===== src/rtl/esc_pkg.sv =====
`timescale 1ns / 1ps
`default_nettype none

package esc_pkg;

    // Calendar base and field widths
    localparam int unsigned BASE_YEAR = 1970;
    localparam int unsigned YEAR_W    = 12;
    localparam int unsigned SECS_W    = 33;   // clamped seconds, covers 2^32-1 plus the largest offset
    localparam int unsigned DAYS_W    = 17;

    localparam int unsigned SECS_PER_DAY  = 86400;
    localparam int unsigned SECS_PER_HOUR = 3600;
    localparam int unsigned SECS_PER_MIN  = 60;

    // Divide by the odd part of each constant with a rounded-up reciprocal:
    // 86400 = 675 << 7, 3600 = 225 << 4, 60 = 15 << 2. For every x of the stated
    // width, (x * RECIP) >> shift is exactly floor(x / odd part).
    localparam logic [26:0] DAY_RECIP  = 27'd101806633;  // 2^36 / 675, x < 2^26
    localparam logic [13:0] HOUR_RECIP = 14'd9321;       // 2^21 / 225, x < 2^13
    localparam logic [10:0] MIN_RECIP  = 11'd1093;       // 2^14 / 15,  x < 2^10

    // Leap-rule phase of the base year
    localparam logic [1:0] BASE_MOD4   = 2'(BASE_YEAR % 4);
    localparam logic [6:0] BASE_MOD100 = 7'(BASE_YEAR % 100);
    localparam logic [8:0] BASE_MOD400 = 9'(BASE_YEAR % 400);

    localparam logic [3:0] LAST_MONTH = 4'd11;   // December, zero based

    localparam logic signed [4:0] ZONE_RESET = 5'sd8;

    typedef enum logic [2:0] {
        S_IDLE,
        S_DIV_DAY,
        S_DIV_HOUR,
        S_DIV_MIN,
        S_YEAR,
        S_MONTH
    } state_t;

    typedef enum logic [1:0] {
        SEL_DAY,
        SEL_HOUR,
        SEL_MIN
    } div_sel_t;

    typedef struct packed {
        logic               load;
        logic               quo_step;
        logic               rem_step;
        div_sel_t           div_sel;
        logic               year_step;
        logic               month_step;
    } cmd_t;

    typedef struct packed {
        logic year_done;
        logic month_done;
    } status_t;

    function automatic logic [4:0] month_len(input logic [3:0] m, input logic leap);
        logic [4:0] len;
        unique case (m)
            4'd1:                      len = leap ? 5'd29 : 5'd28;
            4'd3, 4'd5, 4'd8, 4'd10:   len = 5'd30;
            default:                   len = 5'd31;
        endcase
        return len;
    endfunction

endpackage

`default_nettype wire


===== src/rtl/epoch_seconds_to_calendar_core.sv =====
`timescale 1ns / 1ps
`default_nettype none

// Converts a 32-bit count of seconds since 1970-01-01 00:00:00 UTC into a local
// Gregorian date and time. Pulse start while busy is low to launch a transaction;
// epoch_seconds is sampled on that edge only. The programmed zone offset (signed
// whole hours, reset value +8) is added before conversion, so the date rolls over
// at local midnight; a sum below zero clamps to the epoch and raises before_epoch.
// The result fields are valid from the one cycle in which done is high until the
// next start is accepted; the receiver cannot stall, so capture them then. A
// transaction runs three constant divisions (days, hours, minutes), each a
// reciprocal multiply for the quotient followed by a multiply-back and subtract
// for the remainder, then removes whole years, then whole months, one per cycle.
// A new start may be given in the done cycle. Write zone_offset_hours through
// cfg_wr_en/cfg_wr_data only while idle.
module epoch_seconds_to_calendar_core
    import esc_pkg::*;
(
    input  logic               clk,
    input  logic               rst_n,
    // configuration
    input  logic               cfg_wr_en,
    input  logic [4:0]         cfg_wr_data,
    // command side
    input  logic               start,
    output logic               busy,
    input  logic [31:0]        epoch_seconds,
    // result side
    output logic               done,
    output logic [YEAR_W-1:0]  year,
    output logic [3:0]         month,
    output logic [4:0]         day_of_month,
    output logic [4:0]         hour,
    output logic [5:0]         minute,
    output logic [5:0]         second,
    output logic               before_epoch
);

    cmd_t    cmd;
    status_t status;

    // Sequence the division passes, then the year and month walks
    esc_ctrl u_ctrl (
        .clk    (clk),
        .rst_n  (rst_n),
        .start  (start),
        .status (status),
        .cmd    (cmd),
        .busy   (busy),
        .done   (done)
    );

    // Hold the offset register, the dividers and the calendar counters
    esc_datapath u_datapath (
        .clk           (clk),
        .rst_n         (rst_n),
        .cfg_wr_en     (cfg_wr_en),
        .cfg_wr_data   (cfg_wr_data),
        .epoch_seconds (epoch_seconds),
        .cmd           (cmd),
        .status        (status),
        .year          (year),
        .month         (month),
        .day_of_month  (day_of_month),
        .hour          (hour),
        .minute        (minute),
        .second        (second),
        .before_epoch  (before_epoch)
    );

endmodule

`default_nettype wire


===== src/rtl/esc_datapath.sv =====
`timescale 1ns / 1ps
`default_nettype none

module esc_datapath
    import esc_pkg::*;
(
    input  logic                clk,
    input  logic                rst_n,
    input  logic                cfg_wr_en,
    input  logic [4:0]          cfg_wr_data,
    input  logic [31:0]         epoch_seconds,
    input  cmd_t                cmd,
    output status_t             status,
    output logic [YEAR_W-1:0]   year,
    output logic [3:0]          month,
    output logic [4:0]          day_of_month,
    output logic [4:0]          hour,
    output logic [5:0]          minute,
    output logic [5:0]          second,
    output logic                before_epoch
);

    localparam logic signed [16:0] HOUR_SECS_S = 17'(SECS_PER_HOUR);
    localparam logic [16:0]        DAY_SECS_C  = 17'(SECS_PER_DAY);
    localparam logic [11:0]        HOUR_SECS_C = 12'(SECS_PER_HOUR);
    localparam logic [5:0]         MIN_SECS_C  = 6'(SECS_PER_MIN);

    logic signed [4:0]   zone_offset_reg;
    logic [SECS_W-1:0]   rem_reg;
    logic [DAYS_W-1:0]   days_reg;
    logic [4:0]          hour_reg;
    logic [5:0]          minute_reg;
    logic [5:0]          second_reg;
    logic                flag_reg;
    logic [YEAR_W-1:0]   year_reg;
    logic [1:0]          mod4_reg;
    logic [6:0]          mod100_reg;
    logic [8:0]          mod400_reg;
    logic [3:0]          month_reg;

    logic signed [16:0]  offset_secs;
    logic [SECS_W:0]     total;
    logic [SECS_W-1:0]   clamped;
    logic [52:0]         day_prod;
    logic [25:0]         hour_prod;
    logic [19:0]         min_prod;
    logic [DAYS_W-1:0]   day_q;
    logic [4:0]          hour_q;
    logic [5:0]          minute_q;
    logic [SECS_W-1:0]   day_back;
    logic [16:0]         hour_back;
    logic [11:0]         min_back;
    logic [SECS_W-1:0]   back;
    logic [SECS_W-1:0]   rem_sub;
    logic                leap;
    logic [8:0]          ylen;
    logic [4:0]          mlen;

    // Apply zone offset at full width, clamp negative sums to the epoch
    always_comb
    begin
        offset_secs = 17'($signed({{12{zone_offset_reg[4]}}, zone_offset_reg}) * HOUR_SECS_S);
        total       = {2'b00, epoch_seconds} + {{17{offset_secs[16]}}, offset_secs};
        clamped     = total[SECS_W] ? '0 : total[SECS_W-1:0];
    end

    // Quotients by reciprocal multiply after dropping the power-of-two factor;
    // the remainder pass multiplies the registered quotient back and subtracts.
    always_comb
    begin
        day_prod  = {27'd0, rem_reg[32:7]} * {26'd0, DAY_RECIP};
        hour_prod = {13'd0, rem_reg[16:4]} * {12'd0, HOUR_RECIP};
        min_prod  = {10'd0, rem_reg[11:2]} * {9'd0, MIN_RECIP};
        day_q     = day_prod[52:36];
        hour_q    = hour_prod[25:21];
        minute_q  = min_prod[19:14];

        day_back  = {16'd0, days_reg} * {16'd0, DAY_SECS_C};
        hour_back = {12'd0, hour_reg} * {5'd0, HOUR_SECS_C};
        min_back  = {6'd0, minute_reg} * {6'd0, MIN_SECS_C};
        unique case (cmd.div_sel)
            SEL_DAY:  back = day_back;
            SEL_HOUR: back = {16'd0, hour_back};
            SEL_MIN:  back = {21'd0, min_back};
            default:  back = '0;
        endcase
        rem_sub = rem_reg - back;
    end

    always_comb
    begin
        leap = ((mod4_reg == 2'd0) && (mod100_reg != 7'd0)) || (mod400_reg == 9'd0);
        ylen = leap ? 9'd366 : 9'd365;
        mlen = month_len(month_reg, leap);
        status.year_done  = days_reg < {{(DAYS_W - 9){1'b0}}, ylen};
        status.month_done = (month_reg == LAST_MONTH) ||
                            (days_reg < {{(DAYS_W - 5){1'b0}}, mlen});
    end

    always_ff @(posedge clk or negedge rst_n)
    begin
        if (!rst_n)
        begin
            zone_offset_reg <= ZONE_RESET;
        end
        else if (cfg_wr_en)
        begin
            zone_offset_reg <= $signed(cfg_wr_data);
        end
    end

    always_ff @(posedge clk)
    begin
        if (cmd.load)
        begin
            rem_reg    <= clamped;
            flag_reg   <= total[SECS_W];
            year_reg   <= YEAR_W'(BASE_YEAR);
            mod4_reg   <= BASE_MOD4;
            mod100_reg <= BASE_MOD100;
            mod400_reg <= BASE_MOD400;
            month_reg  <= '0;
        end
        if (cmd.quo_step)
        begin
            if (cmd.div_sel == SEL_DAY)
                days_reg <= day_q;
            if (cmd.div_sel == SEL_HOUR)
                hour_reg <= hour_q;
            if (cmd.div_sel == SEL_MIN)
                minute_reg <= minute_q;
        end
        if (cmd.rem_step)
        begin
            rem_reg <= rem_sub;
            if (cmd.div_sel == SEL_MIN)
                second_reg <= rem_sub[5:0];
        end
        // Drop one whole year, advance the leap-rule counters with it
        if (cmd.year_step && !status.year_done)
        begin
            days_reg   <= days_reg - {{(DAYS_W - 9){1'b0}}, ylen};
            year_reg   <= year_reg + YEAR_W'(1);
            mod4_reg   <= mod4_reg + 2'd1;
            mod100_reg <= (mod100_reg == 7'd99)  ? 7'd0 : mod100_reg + 7'd1;
            mod400_reg <= (mod400_reg == 9'd399) ? 9'd0 : mod400_reg + 9'd1;
        end
        if (cmd.month_step && !status.month_done)
        begin
            days_reg  <= days_reg - {{(DAYS_W - 5){1'b0}}, mlen};
            month_reg <= month_reg + 4'd1;
        end
    end

    assign year         = year_reg;
    assign month        = month_reg + 4'd1;
    assign day_of_month = days_reg[4:0] + 5'd1;
    assign hour         = hour_reg;
    assign minute       = minute_reg;
    assign second       = second_reg;
    assign before_epoch = flag_reg;

endmodule

`default_nettype wire


===== src/rtl/esc_ctrl.sv =====
`timescale 1ns / 1ps
`default_nettype none

module esc_ctrl
    import esc_pkg::*;
(
    input  logic    clk,
    input  logic    rst_n,
    input  logic    start,
    input  status_t status,
    output cmd_t    cmd,
    output logic    busy,
    output logic    done
);

    state_t             state_reg;
    state_t             state_next;
    logic               phase_reg;
    logic               phase_next;
    logic               done_reg;
    logic               done_next;

    always_ff @(posedge clk or negedge rst_n)
    begin
        if (!rst_n)
        begin
            state_reg <= S_IDLE;
            phase_reg <= 1'b0;
            done_reg  <= 1'b0;
        end
        else
        begin
            state_reg <= state_next;
            phase_reg <= phase_next;
            done_reg  <= done_next;
        end
    end

    // Each split computes the quotient first, then the remainder
    always_comb
    begin
        state_next    = state_reg;
        phase_next    = 1'b0;
        done_next     = 1'b0;
        cmd           = '0;
        cmd.div_sel   = SEL_DAY;
        unique case (state_reg)
            S_IDLE:
            begin
                if (start)
                begin
                    cmd.load   = 1'b1;
                    state_next = S_DIV_DAY;
                end
            end
            S_DIV_DAY:
            begin
                cmd.div_sel = SEL_DAY;
                phase_next  = ~phase_reg;
                if (!phase_reg)
                    cmd.quo_step = 1'b1;
                else
                begin
                    cmd.rem_step = 1'b1;
                    state_next   = S_DIV_HOUR;
                end
            end
            S_DIV_HOUR:
            begin
                cmd.div_sel = SEL_HOUR;
                phase_next  = ~phase_reg;
                if (!phase_reg)
                    cmd.quo_step = 1'b1;
                else
                begin
                    cmd.rem_step = 1'b1;
                    state_next   = S_DIV_MIN;
                end
            end
            S_DIV_MIN:
            begin
                cmd.div_sel = SEL_MIN;
                phase_next  = ~phase_reg;
                if (!phase_reg)
                    cmd.quo_step = 1'b1;
                else
                begin
                    cmd.rem_step = 1'b1;
                    state_next   = S_YEAR;
                end
            end
            S_YEAR:
            begin
                cmd.year_step = 1'b1;
                if (status.year_done)
                    state_next = S_MONTH;
            end
            S_MONTH:
            begin
                cmd.month_step = 1'b1;
                if (status.month_done)
                begin
                    done_next  = 1'b1;
                    state_next = S_IDLE;
                end
            end
            default:
            begin
                state_next = S_IDLE;
            end
        endcase
    end

    assign busy = (state_reg != S_IDLE);
    assign done = done_reg;

    a_done_after_month: assert property (@(posedge clk) disable iff (!rst_n)
        done_reg |-> $past(state_reg == S_MONTH))
        else $error("result strobe without a finished month pass");

    a_done_idle: assert property (@(posedge clk) disable iff (!rst_n)
        done_reg |-> (state_reg == S_IDLE))
        else $error("result strobe while still converting");

    a_start_enters_div: assert property (@(posedge clk) disable iff (!rst_n)
        (start && (state_reg == S_IDLE)) |=> (state_reg == S_DIV_DAY))
        else $error("accepted transaction did not start the day split");

    a_day_to_hour: assert property (@(posedge clk) disable iff (!rst_n)
        ((state_reg == S_DIV_DAY) && phase_reg) |=>
            ((state_reg == S_DIV_HOUR) && !phase_reg))
        else $error("day split did not hand over to the hour split");

    a_idle_phase: assert property (@(posedge clk) disable iff (!rst_n)
        (state_reg == S_IDLE) |-> !phase_reg)
        else $error("split phase left set while idle");

endmodule

`default_nettype wire

===== config.mk =====
export PLATFORM = sky130hd
export DESIGN_NAME = epoch_seconds_to_calendar_core
export DESIGN_NICKNAME = d
export VERILOG_FILES = /design/src/rtl/esc_pkg.sv /design/src/rtl/epoch_seconds_to_calendar_core.sv /design/src/rtl/esc_datapath.sv /design/src/rtl/esc_ctrl.sv
export SDC_FILE = /design/constraint.sdc
export NUM_CORES = 1
export LEC_CHECK = 0
export BUFFER_PORTS_ARGS = -buffer_cell sky130_fd_sc_hd__buf_2
export CAP_MARGIN = 20
export CORE_MARGIN = 3
export CORE_UTILIZATION = 25
export CTS_BUF_LIST = sky130_fd_sc_hd__clkbuf_16
export CTS_CLUSTER_DIAMETER = 40
export DETAILED_ROUTE_END_ITERATION = 16
export GPL_ROUTABILITY_DRIVEN = 0
export PLACE_DENSITY = 0.45
export SYNTH_ARGS = -nofsm -noshare
export SYNTH_HDL_FRONTEND = slang
export SYNTH_HIERARCHICAL = 1
export SYNTH_SLANG_ARGS = --single-unit

===== constraint.sdc =====
create_clock -name clk -period 7.4 [get_ports clk]
set_clock_uncertainty 0.2 [all_clocks]
set_input_delay 0.74 -clock clk [delete_from_list [all_inputs] [get_ports clk]]
set_output_delay 0.74 -clock clk [all_outputs]
set_load 0.01 [all_outputs]

-- After elaboration in Yosys (flattened, before gate mapping)
Cells that the tools add are included.
- add/subtract/negate cells: 10
- reduce and logical (&&, ||, !) cells: 25
- bitwise logic cells: 1
- muxes and demuxes: 40
- eq/ne operators: 21
- multiply operators: 7
- order comparisons: 2
- operator list (operator ; number):
    $mux W33 ; 3
    $pmux W33 S3 ; 1
    $mux W17 ; 4
    $mul A26 B27 Y53 const B ; 1
    $add A33 B17 Y34 ; 1
    $sub A33 B33 Y33 ; 1
    $mux W9 ; 3
    $mul A13 B14 Y26 const B ; 1
    $mul A17 B10 Y26 const B ; 1
    $mux W12 ; 2
    $mux W7 ; 3
    $mul A10 B11 Y20 const B ; 1
    $mux W3 ; 6
    $pmux W3 S6 ; 1
    $lt A17 B5 Y1 ; 1
    $lt A17 B9 Y1 ; 1
    $sub A17 B5 Y17 ; 1
    $sub A17 B9 Y17 ; 1
    $mul A5 B8 Y13 const B ; 1
    $mul A5 B9 Y13 const B ; 1
    $add A12 B1 Y12 const B ; 1
    $eq A4 B4 Y1 const B ; 3
    $pmux W4 S3 ; 1
    $mul A6 B4 Y10 const B ; 1
    other kinds (35) ; 65
- input port bits: 41
- bits in registers: 112
- output and inout port bits: 41

-- Depth between registers and ports, before layout
- depth after elaboration: 11
- mapped depth: 28
- depth with buffers taken out: 28

-- Cells and area by module
Netlist, hierarchy kept.
- by module, submodules not included (module ; area an instance (µm²) ; seq. area each (µm²) ; instances ; cells an instance):
    esc_datapath ; 25587.0 ; 3189.3 ; 1 ; 2692
    esc_ctrl ; 329.1 ; 125.1 ; 1 ; 33

-- Worst setup path after synthesis
No wires, ideal clock.
- path type: register to register
- from: reg u_datapath.rem_reg[21]
- to: reg u_datapath.days_reg[2], data pin
- setup time: 0.261 ns
- required time: 6.939 ns
- cell stages (with the launch flop): 22
- data arrival time: 6.094 ns
- path buffers: 0
- setup slack: 0.845 ns
- path through: edfxtp_1 -> fa_1 -> inv_1 -> fa_1 -> inv_1 -> ha_1 -> fa_1 -> fa_1 -> fa_1 -> inv_1 -> fa_1 -> inv_1 -> ha_1 -> a21oi_1 -> o221ai_1 -> a21oi_1 -> nor2_1 -> a2111oi_0 -> or3b_1 -> a21oi_1 -> xnor2_1 -> a221o_1
- word-level cells in the longest chain between the ends: 5
- RTL lines (what ; line ; RTL):
    from (decl) ; esc_datapath.sv:29 ; logic [SECS_W-1:0] rem_reg;
    from (signal assigned) ; esc_datapath.sv:116 ; rem_reg <= clamped;
    from (signal assigned) ; esc_datapath.sv:135 ; rem_reg <= rem_sub;
    $mul A26 B27 Y53 ; esc_datapath.sv:71 ; day_prod = {27'd0, rem_reg[32:7]} * {26'd0, DAY_RECIP};
    $mux W17 ; esc_datapath.sv:126 ; if (cmd.div_sel == SEL_DAY)
    $mux W17 ; esc_datapath.sv:124 ; if (cmd.quo_step)
    $mux W17 ; esc_datapath.sv:140 ; if (cmd.year_step && !status.year_done)
    $mux W17 ; esc_datapath.sv:148 ; if (cmd.month_step && !status.month_done)
    to (signal assigned) ; esc_datapath.sv:127 ; days_reg <= day_q;
    to (signal assigned) ; esc_datapath.sv:142 ; days_reg <= days_reg - {{(DAYS_W - 9){1'b0}}, ylen};
    to (signal assigned) ; esc_datapath.sv:150 ; days_reg <= days_reg - {{(DAYS_W - 5){1'b0}}, mlen};
    to (decl) ; esc_datapath.sv:30 ; logic [DAYS_W-1:0] days_reg;
No other way between the ends. The select of a mux whose other input is x is not followed.
A chain may end at the register's enable or synchronous reset.

-- Final worst setup path
- from: reg u_datapath.days_reg[2]
- to: reg u_datapath.rem_reg[31], data pin
- word-level cells in the longest chain between the ends: 4
- RTL lines (what ; line ; RTL):
    $mul A17 B10 Y26 ; esc_datapath.sv:78 ; day_back = {16'd0, days_reg} * {16'd0, DAY_SECS_C};
    $pmux W33 S3 ; esc_datapath.sv:81 ; unique case (cmd.div_sel)
    $sub A33 B33 Y33 ; esc_datapath.sv:87 ; rem_sub = rem_reg - back;
    $mux W33 ; esc_datapath.sv:133 ; if (cmd.rem_step)
No other way between the ends.

==> summary.txt <==
Layout
  – Commonest non-fill, non-tap cells in the layout: 627 x ha_1, 563 x inv_1, 278 x fa_1
  – Share of cells above drive strength 1: 0.0814
  – Area grow syn2layout: 11.0%
  – Number of diodes: 0
  – Nets@finish: 3803
  – Commonest non-fill, non-tap cell in the layout: ha_1
  – Max reg flops: 33
  – Post-route cell area: 28800 sq um
  – Core Util, Final: 0.281

Synth
  – Synth Register Bits: 112
  – Mean post-synth cell area: 9.51 sq um
  – Area leader, netlist: ha_1
  – Xor/xnor cell area share of the yosys netlist: 0.0493
  – Simple-gate share of the synthesized area: 0.0960
  – Top-area cell type share of the netlist area: 0.303
  – Register area share after synthesis: 0.128
  – Mux contribution to synthesized area: 0.00584
  – Adder-Cell Fraction of Synth Area: 0.517
  – Area contributors post-synth: ha_1 30%, fa_1 21%, edfxtp_1 12%
  – Post-synthesis cell count: 2725
  – Largest family of logic cells by synthesized area: adder cells
  – Synthesized cell area: 25900 sq um
  – Post-synth EDFFs: 102
  – Distinct cells, synth: 93
  – Net count after synthesis: 3671
  – Compound-Gate Fraction of Synth Area: 0.116
  – Predominant post-synthesis flop cell: edfxtp_1
  – Yosys warns: 6
  – Async SR Flop Fraction: 0.0893

Clock tree
  – Worst skew pair latency: 0.40 ns
  – CTS Sinks: 112
  – H-tree depth: 3
  – Number of CTS-inserted buffers: 9
  – CTS resizes: 0
  – Max Root-Sink Buffers: 2
  – Worst-path clk slew: 0.08 ns
  – CTS root buffer: clkbuf_16
  – CTS tree: yes

Drt
  – Post-route antenna net violation count: 0
  – WL/cell: 17.8 um
  – DRT Pass-1 Iters: 5
  – DRC viols: 0
  – Violation count after the first detailed-route iteration: 1016
  – Vias: 19000
  – Final WL: 75200 um
  – Via density: 4.50

Global route
  – Gr usage total: 0.142
  – Largest net degree at the start of global routing: 62
  – GRT Max-Usage Layer: met2
  – Initial antenna violation count: 0
  – Vias in the first global route: 19700
  – First-pass GRT wire length: 118000 um
  – Met1 Use GR: 0.203
  – GR Overflow Total: 0
  – Met3 GRT Util: 0.0127
  – Grt met2 use: 0.233

Die
  – Rows: 117
  – Ports: 82
  – Starting Density: 0.253
  – Die Wd: 328 um
  – Core Box Area: 102000 sq um
  – Die Y: 328 um
  – Die area: 108000 sq um

Timing
  – Final setup viols: 0
  – Tcrit/Tclk final: 0.940
  – Final Hold Fails: 0
  – RSZ-0062 raised after global routing: false
  – FMAX: 0.144 GHz
  – Slew @ Worst Pin: 0.930 ns
  – Post-route setup TNS: 0 ns
  – Headroom to the max-slew limit: 0.380
  – Slew Limit Fails: 0
  – Setup WS post-layout: 0.442 ns
  – Tmin final: 6.96 ns

Setup path
  – Crit path required time: 7.34 ns
  – Most frequent CP cell: ha_1
  – Crit Path Max Fanout: 5
  – FF-to-FF path depth: 24
  – FF-to-FF setup slack: 0.44 ns
  – Crit path launch type: register
  – CP Capture Type: register
  – WS Path Type: register to register
  – CP max stage cell: fa_1
  – Crit-path cells: ha_1 -> ha_1 -> xor2_1 -> ha_1 -> ha_1 -> inv_1 -> fa_1 -> inv_1 -> ha_1 -> nand3_1 -> nor3_1 -> o21ai_0 -> o21ai_0 -> xor2_1 -> nand2_1 -> ha_1 -> nand2_1 -> nor4_2 -> a21oi_1 -> o41ai_2 -> a21oi_1 -> o21ai_1 -> mux2i_1 -> a221o_1
  – CP Data Arrival Time: 6.90 ns
  – CP max stage delay: 0.49 ns
  – Reg-to-Reg End: u_datapath/rem_reg[31]
  – R2R Path Start: u_datapath/days_reg[2]

Placed design
  – Place WS: 0.358 ns
  – HPWL after DPL: 65700 um
  – Placed cell area: 28400 sq um
  – Number of port buffers: 81

Min path
  – Min-delay src: u_datapath/rem_reg[0]
  – Hold path depth: 0
  – WHS Endpoint: u_datapath/second[0]
  – Min-delay worst type: register to register

Status
  – Status: complete, no violations

Run
  – Max-Cap Viols: 0
-- synth_stat cells, drive strengths merged, types with 4 or more instances --
library cell and count:
clkbuf 22, xor2 54, nand3b 5, o211ai 10, o21ai 88, and3 16
and4 7, a22o 5, or2 9, mux2i 8, nor3 41, nand4 15
and2 16, or3 12, mux2 4, a21oi 142, o221ai 4, nor3b 4
buf 11, fa 278, nand3 48, a211oi 17, nand2 155, o41ai 5
a221o 4, xnor2 91, inv 564, a31oi 16, o21bai 15, o22ai 10
nand2b 28, dfrtp 9, a21o 50, a221oi 6, nor2 115, nor4 9
o31ai 25, o21a 19, ha 627, edfxtp 102, nor2b 15
-- worst max-delay path: cells and delay by family (launching register included) --
family	cells	cell delay (ns)
multiplexers	1	0.11
AND/OR/NAND/NOR	5	1.24
buffers and inverters	2	0.09
AO/OA/AOI/OAI	7	1.80
XOR/XNOR	2	0.31
flip-flops	1	0.46
adder cells (fa/ha/maj)	7	2.51
-- worst max-delay path by stage --
stage                              endpoint                           from
global placement     u_datapath/rem_reg[31]  u_datapath/zone_offset_reg[3]
detailed placement   u_datapath/days_reg[2]         u_datapath/rem_reg[27]
global route        u_datapath/days_reg[14]         u_datapath/rem_reg[23]
finish               u_datapath/rem_reg[31]         u_datapath/days_reg[2]
floorplan            u_datapath/days_reg[2]         u_datapath/rem_reg[21]
CTS                  u_datapath/days_reg[2]         u_datapath/rem_reg[27]
-- logic make-up (layout without fill, tap and decap cells) --
logic type	Yosys count	count (layout)
fa+ha+maj	905	905
mux	13	13
xor+xnor	145	145
buf+inv	597	734
simple gates	504	504
compound gates	449	449
flops	112	112
-- metrics by stage --
step / hold slack [ns] / instances
after floorplan: 0.200 / 2725
final: 0.300 / 4230
after global placement: 0.301 / 4210
after CTS: 0.314 / 4228
after global routing: 0.315 / 4230
after detailed placement: 0.293 / 4211
-- routing by layer --
metal  share of wire  vias up
li1                -     9445
met1            0.50     9267
met3           0.030       37
met4           0.017        0
met2            0.46      278
met5               0        -
-- repair_timing --
item / 4_1_cts / 5_1_grt
setup buffers: 0 / 2
hold buffers: 1 / 0
endpoints found under the hold margin: 9 / 0
setup endpoints to repair: 0 / 1
-- cell type report --
class,count,area (sq um)
inverter,564,2120
clock buffer,9,225
sequential,112,3310
multi-input combinational,2016,20400
timing repair buffer,154,960
fill,11000,73600
clock inverter,7,72.6
tap,1368,1710
Power is left out: the tool's default activity adds up to more than one toggle a clock period on the data nets, which glitch-free logic cannot reach.
